===== src/rtl/core/sit_pkg.sv =====
// Shared types and constants for the sorted insert table.
package sit_pkg;

  localparam int SIT_DEPTH = 64;
  localparam int DATE_W    = 24;
  localparam int IDENT_W   = 31;
  localparam int POS_W     = 6;
  localparam int COUNT_W   = 7;
  localparam int ENTRY_W   = DATE_W + IDENT_W;

  localparam logic KIND_INSERT = 1'b0;
  localparam logic KIND_LOOKUP = 1'b1;

  typedef struct packed {
    logic [DATE_W-1:0]  date;
    logic [IDENT_W-1:0] ident;
  } entry_t;

  typedef enum logic [5:0] {
    S_IDLE    = 6'b000001,
    S_INS_RD  = 6'b000010,
    S_INS_CHK = 6'b000100,
    S_LK_RD   = 6'b001000,
    S_LK_CHK  = 6'b010000,
    S_DONE    = 6'b100000
  } state_t;

endpackage


===== src/rtl/core/sit_ram.sv =====
// Generic single-write, single-read RAM with registered read data.
module sit_ram #(
  parameter int WIDTH = 8,
  parameter int DEPTH = 16
) (
  input  logic                     clk,
  input  logic                     we,
  input  logic [$clog2(DEPTH)-1:0] waddr,
  input  logic [WIDTH-1:0]         wdata,
  input  logic [$clog2(DEPTH)-1:0] raddr,
  output logic [WIDTH-1:0]         rdata
);

  logic [WIDTH-1:0] mem [DEPTH];

  always_ff @(posedge clk) begin
    if (we) begin
      mem[waddr] <= wdata;
    end
    rdata <= mem[raddr];
  end

endmodule


===== src/rtl/core/sorted_insert_table_with_key_lookup.sv =====
// Top level: date-sorted entry table with insert and identifier lookup.
// Insert runs a downward shift scan, one entry a cycle through the single RAM
// read port; an insert into a full table is dropped without a scan.
// Lookup runs an upward scan, one entry a cycle.
// One word at a time; a finished result waits in the output register.
// Synchronous reset empties the table (fill count to zero); RAM is not cleared.
module sorted_insert_table_with_key_lookup #(
  parameter int DEPTH = sit_pkg::SIT_DEPTH
) (
  input  logic                        clk,
  input  logic                        rst,
  input  logic                        in_valid,
  output logic                        in_stall,
  input  logic                        kind,
  input  logic [sit_pkg::DATE_W-1:0]  date_key,
  input  logic [sit_pkg::IDENT_W-1:0] ident,
  output logic                        out_valid,
  input  logic                        out_stall,
  output logic                        found,
  output logic [sit_pkg::POS_W-1:0]   position,
  output logic                        dropped,
  output logic [sit_pkg::COUNT_W-1:0] count
);
  import sit_pkg::*;

  localparam int AW = $clog2(DEPTH);
  localparam int CW = $clog2(DEPTH + 1);
  localparam logic [CW-1:0] FULL = CW'(DEPTH);

  state_t state, state_next;
  logic [CW-1:0] idx, idx_next;
  logic [CW-1:0] fill, fill_next;
  logic [CW-1:0] idx_m1, idx_m2, idx_p1;
  logic [DATE_W-1:0]  key_date, key_date_next;
  logic [IDENT_W-1:0] key_ident, key_ident_next;
  logic          res_found, res_found_next;
  logic          res_drop, res_drop_next;
  logic [CW-1:0] res_pos, res_pos_next;
  logic          out_valid_next;
  logic          load_out;

  logic          we;
  logic [AW-1:0] waddr, raddr;
  entry_t        wdata, rdata;
  entry_t        new_entry;

  logic [CW+POS_W-1:0]   pos_ext;
  logic [CW+COUNT_W-1:0] cnt_ext;

  sit_ram #(
    .WIDTH(ENTRY_W),
    .DEPTH(DEPTH)
  ) u_ram (
    .clk   (clk),
    .we    (we),
    .waddr (waddr),
    .wdata (wdata),
    .raddr (raddr),
    .rdata (rdata)
  );

  assign in_stall  = (state != S_IDLE);
  assign idx_m1    = idx - CW'(1);
  assign idx_m2    = idx - CW'(2);
  assign idx_p1    = idx + CW'(1);
  assign new_entry = '{date: key_date, ident: key_ident};
  assign load_out  = (state == S_DONE) && (!out_valid || !out_stall);

  always_comb begin
    state_next     = state;
    idx_next       = idx;
    fill_next      = fill;
    key_date_next  = key_date;
    key_ident_next = key_ident;
    res_found_next = res_found;
    res_drop_next  = res_drop;
    res_pos_next   = res_pos;
    we             = 1'b0;
    waddr          = idx[AW-1:0];
    wdata          = new_entry;
    raddr          = idx_m1[AW-1:0];
    out_valid_next = out_valid;
    if (out_valid && !out_stall) begin
      out_valid_next = 1'b0;
    end
    unique case (state)
      S_IDLE: begin
        if (in_valid) begin
          key_date_next  = date_key;
          key_ident_next = ident;
          res_found_next = 1'b0;
          res_drop_next  = 1'b0;
          res_pos_next   = '0;
          if (kind == KIND_LOOKUP) begin
            idx_next   = '0;
            state_next = S_LK_RD;
          end else if (fill == FULL) begin
            res_drop_next = 1'b1;
            state_next    = S_DONE;
          end else begin
            idx_next   = fill;
            state_next = S_INS_RD;
          end
        end
      end
      S_INS_RD: begin
        if (idx == '0) begin
          we           = 1'b1;
          fill_next    = fill + CW'(1);
          res_pos_next = '0;
          state_next   = S_DONE;
        end else begin
          raddr      = idx_m1[AW-1:0];
          state_next = S_INS_CHK;
        end
      end
      S_INS_CHK: begin
        we = 1'b1;
        if (rdata.date >= key_date) begin
          wdata    = rdata;
          idx_next = idx_m1;
          if (idx_m1 == '0) begin
            state_next = S_INS_RD;
          end else begin
            raddr = idx_m2[AW-1:0];
          end
        end else begin
          fill_next    = fill + CW'(1);
          res_pos_next = idx;
          state_next   = S_DONE;
        end
      end
      S_LK_RD: begin
        if (idx == fill) begin
          state_next = S_DONE;
        end else begin
          raddr      = idx[AW-1:0];
          state_next = S_LK_CHK;
        end
      end
      S_LK_CHK: begin
        if (rdata.ident == key_ident) begin
          res_found_next = 1'b1;
          res_pos_next   = idx;
          state_next     = S_DONE;
        end else if (idx_p1 == fill) begin
          state_next = S_DONE;
        end else begin
          raddr    = idx_p1[AW-1:0];
          idx_next = idx_p1;
        end
      end
      S_DONE: begin
        if (load_out) begin
          out_valid_next = 1'b1;
          state_next     = S_IDLE;
        end
      end
      default: begin
        state_next = S_IDLE;
      end
    endcase
  end

  assign pos_ext = {{POS_W{1'b0}}, res_pos};
  assign cnt_ext = {{COUNT_W{1'b0}}, fill};

  always_ff @(posedge clk) begin
    if (rst) begin
      state     <= S_IDLE;
      fill      <= '0;
      out_valid <= 1'b0;
    end else begin
      state     <= state_next;
      fill      <= fill_next;
      out_valid <= out_valid_next;
    end
    idx       <= idx_next;
    key_date  <= key_date_next;
    key_ident <= key_ident_next;
    res_found <= res_found_next;
    res_drop  <= res_drop_next;
    res_pos   <= res_pos_next;
    if (load_out) begin
      found    <= res_found;
      dropped  <= res_drop;
      position <= pos_ext[POS_W-1:0];
      count    <= cnt_ext[COUNT_W-1:0];
    end
  end

  a_fill_bound: assert property (@(posedge clk) disable iff (rst)
    fill <= FULL)
    else $error("fill count above table depth");

  a_idle_no_write: assert property (@(posedge clk) disable iff (rst)
    (state == S_IDLE || state == S_DONE || state == S_LK_RD || state == S_LK_CHK) |-> !we)
    else $error("table written outside an insert");

  a_drop_clean: assert property (@(posedge clk) disable iff (rst)
    (out_valid && dropped) |-> (!found && position == '0))
    else $error("dropped word carries a hit or a position");

  a_fill_step: assert property (@(posedge clk) disable iff (rst)
    (fill != $past(fill)) |-> (fill == $past(fill) + CW'(1)))
    else $error("fill count moved by other than one");

endmodule


===== config.mk =====
export PLATFORM = sky130hd
export DESIGN_NAME = sorted_insert_table_with_key_lookup
export DESIGN_NICKNAME = d
export VERILOG_FILES = /design/src/rtl/core/sit_pkg.sv /design/src/rtl/core/sit_ram.sv /design/src/rtl/core/sorted_insert_table_with_key_lookup.sv
export SDC_FILE = /design/constraint.sdc
export NUM_CORES = 2
export LEC_CHECK = 0
export CORE_MARGIN = 5
export CORE_UTILIZATION = 32
export CTS_CLUSTER_DIAMETER = 60
export DETAILED_ROUTE_END_ITERATION = 6
export DONT_BUFFER_PORTS = 1
export PLACE_DENSITY_LB_ADDON = 0.08
export SYNTH_ARGS = -nofsm -noshare
export SYNTH_HDL_FRONTEND = slang
export SYNTH_SLANG_ARGS = --single-unit

===== constraint.sdc =====
create_clock -name clk -period 5.44 [get_ports clk]
set_clock_uncertainty 0.05 [all_clocks]
set_input_delay 0.272 -clock clk [delete_from_list [all_inputs] [get_ports clk]]
set_output_delay 0.272 -clock clk [all_outputs]
set_load 0.02 [all_outputs]

==> results.ini <==
[yosys]
synthTopCellsByArea=edfxtp_1 (75%), nand2_1 (6.9%), nand3_1 (3.0%)
synth_most_common_cell=edfxtp_1
synth_nets=10300
yosysSeqAreaShare=0.759
synth_top_area_cell=edfxtp_1
ys_top_cells_by_count=edfxtp_1 (3605), nand2_1 (2673), nand3_1 (863)
syn_avg_cell_area_um2=14.2
synthFlopType=edfxtp_1
ys_types=75
async_flop_share=0
ys_ff_latch=3674
synth_top_area_frac=0.749
syn_area_um2=144000
synth_edf_count=3605
yosys_warnings=0
synthCells=10200

[pwr]
peakVddDrop_mv=0.315
p_leak_nw=60.5
p_total_mw=83.1
powerDensity_nw_per_um2=470

[worst_setup_path]
path_cells=ha_1, nand2_1, nor4_1, nand3_1, o2111a_2, a21o_1, nor3_1, a2111oi_4, buf_4, buf_12, nor2_4, buf_12, buf_4, a221oi_1, o211ai_1, a32o_1
crit_family=compound AO/OA/AOI/OAI gates
cp_num_cells=16
critical_path.endpoint_type=flip-flop
rr_startpoint=u_ram.rdata[46]$_DFF_P_
reg2reg_slack_ps=10
worst-path-buf-inv=4
cp-start-kind=flip-flop
crit_required_ps=6230
critPathKind=flip-flop to flip-flop
crit_path_max_incr_delay_ps=700
path_max_fanout=14
slowest_stage=dfxtp_1
arrival_ps=6210
timing.rr.end=u_ram.rdata[51]$_DFF_P_
reg2reg_depth=16

[clocking]
clockBufferDepth=4
clk_latency_ps=1000
h-tree-depth=5
cts_root_buf=clkbuf_16
cts_tree=done
cts_buffers=433
clk_pin_slew_ps=60
clkSinkCount=3674

[detailed_routing]
drt_iter0_markers=11400
viasPerCell=5.50
wire_per_inst_um=34.7
wl_um=605000
via_count=95900
drc=0
first_pass_iters=6
postRouteAntennaNets=0

[floorplanning]
die_x_um=682
die-area_um2=465000
rows=246
die_y_um=682
num_io_pins=77
coreArea_um2=449000
initial_core_util=0.321

[grt]
grtUsageTotal=0.253
grt_first_pass_wirelength_um=812000
grt_overflow=0
grt_pass1_vias=91700
grt.busiest_layer=met2
grt.met3_usage=0.0330
antenna_found_initial=50
grt_max_degree=92
use_met2=0.410
grt_use_met1=0.355

[hold_path]
hold_end=res_drop$_SDFFCE_PP0P_
min_from=kind
min_delay_path_depth=2
hold_path.class=input port to flip-flop

[outcome]
status=finished clean

[layout]
fin_area_um2=177000
nFillCells=42000
drive_above_1_share=0.164
regArea_um2=110000
multi_input_area_um2=32700
syn_to_final_growth_pct=22.5
nets=11200

[sta]
max_freq_mhz=184
hold_viol=0
fin_ws_ps=11.5
timing.final.crit_share=0.998
rsz0062_at_grt=no
final_max_slew_viol_count=0
worstMarginPinSlew_ps=1420
setup_violations=0
period_needed_ps=5430
max-slew-margin-rel=0.0516

[flow_run]
drv_cap=0

[placed_design]
post_dp_cell_area_um2=162000
port_buffers=0
dp_hpwl_um=360000
gp_congestion=0.832
pre_cts_slack_ps=-1060

registers in the layout (all words and copies together) (netlist names):
signal / cells
fill: 7
found: 1
res_drop: 1
state: 6
position: 6
key_date: 24
res_found: 1
dropped: 1
res_pos: 6
u_ram.mem: 3520
u_ram.rdata: 55
out_valid: 1
idx: 7
count: 7
key_ident: 31
layout by cell type, fill, tap and decap left out, types with 20 or more instances in the layout:
| cell | instances |
|---|---|
| a31oi_1 | 293 |
| and3_1 | 292 |
| buf_12 | 340 |
| mux4_2 | 50 |
| nand2_1 | 2667 |
| a22oi_1 | 41 |
| nor2_1 | 85 |
| mux2i_1 | 232 |
| clkbuf_1 | 111 |
| a32o_1 | 39 |
| dlygate4sd3_1 | 113 |
| ha_1 | 35 |
| buf_4 | 671 |
| xor2_1 | 20 |
| a221oi_1 | 34 |
| o211ai_1 | 51 |
| nand4_1 | 43 |
| o22ai_1 | 55 |
| xnor2_1 | 31 |
| clkinv_1 | 80 |
| clkbuf_8 | 23 |
| bufinv_16 | 34 |
| edfxtp_1 | 3605 |
| nor3_1 | 27 |
| nor4_1 | 22 |
| a32oi_1 | 94 |
| a211oi_1 | 121 |
| o21ai_0 | 60 |
| inv_1 | 36 |
| mux2_2 | 55 |
| clkinv_2 | 58 |
| clkbuf_16 | 440 |
| dfxtp_1 | 69 |
| a311oi_1 | 80 |
| nand3_1 | 861 |
| clkinvlp_4 | 21 |
| a21oi_1 | 210 |
| nand3b_1 | 20 |
| nor2_4 | 79 |
area by class of cell:
| class | instances | share of cell area |
|---|---|---|
| Sequential cell | 3674 | 0.620 |
| Multi-Input combinational cell | 5840 | 0.185 |
| Timing Repair Buffer | 1124 | 0.0733 |
| Clock buffer | 574 | 0.0664 |
| Tap cell | 5952 | 0.0421 |
| Clock inverter | 228 | 0.0125 |
| Inverter | 37 | 0.000785 |
| Antenna cell | 9 | 0.000127 |
how the worst max path moves through the flow:
| stage | startpoint | endpoint | slack (ps) |
|---|---|---|---|
| 2_1_floorplan | key_date[21]$_DFFE_PP_ | u_ram.mem[0][31]$_DFFE_PP_ | 10 |
| 3_3_place_gp | key_ident[30]$_DFFE_PP_ | u_ram.rdata[47]$_DFF_P_ | -1020 |
| 3_5_place_dp | key_ident[30]$_DFFE_PP_ | u_ram.rdata[47]$_DFF_P_ | -1060 |
| 4_1_cts | key_ident[4]$_DFFE_PP_ | u_ram.rdata[26]$_DFF_P_ | 10 |
| 5_1_grt | u_ram.rdata[31]$_DFF_P_ | u_ram.rdata[54]$_DFF_P_ | 2 |
| 6_report | u_ram.rdata[46]$_DFF_P_ | u_ram.rdata[51]$_DFF_P_ | 10 |
cell families after synthesis:
group                      after synthesis  synth area share
and+or+nand+nor                       4182             0.125
DFF                                   3674             0.759
adders and majority gates               35           0.00303
xor gates and xnor gates                61           0.00370
buffers and inverters                  691            0.0209
AOI/OAI and AO/OA                     1225            0.0602
muxes                                  337            0.0282
per-layer routing:
layer  part of all wire  vias up
met5           0.000013        -
met4              0.034        2
met3              0.062      762
met2               0.47     3825
met1               0.43    50900
li1                   -    40400
stage by stage:
stage	setup TNS [ps]	hold WS (ps)	util	std cells
after floorplan	0	294	-	10200
after global placement	-19940	294	0.360	16500
after detailed placement	-16110	296	0.360	16500
after CTS	0	22.3	0.394	17400
after global routing	0	31.8	0.394	17400
final	0	82.3	0.394	17400
repair_timing:
item,in CTS,in global routing
gates resized for setup,24,7
setup buffers,4,0
pin swaps,3,0
setup endpoints to repair,54,10
hold buffers,113,0
hold endpoints to repair,125,0
where the power goes:
| part | switching, mW | internal [mW] |
|---|---|---|
| combinational | 14.1 | 7.65 |
| clock | 12.0 | 16.8 |
| sequential | 0.502 | 32.1 |
| total | 26.6 | 56.5 |
No activity file was read; power rests on OpenSTA's default activity.
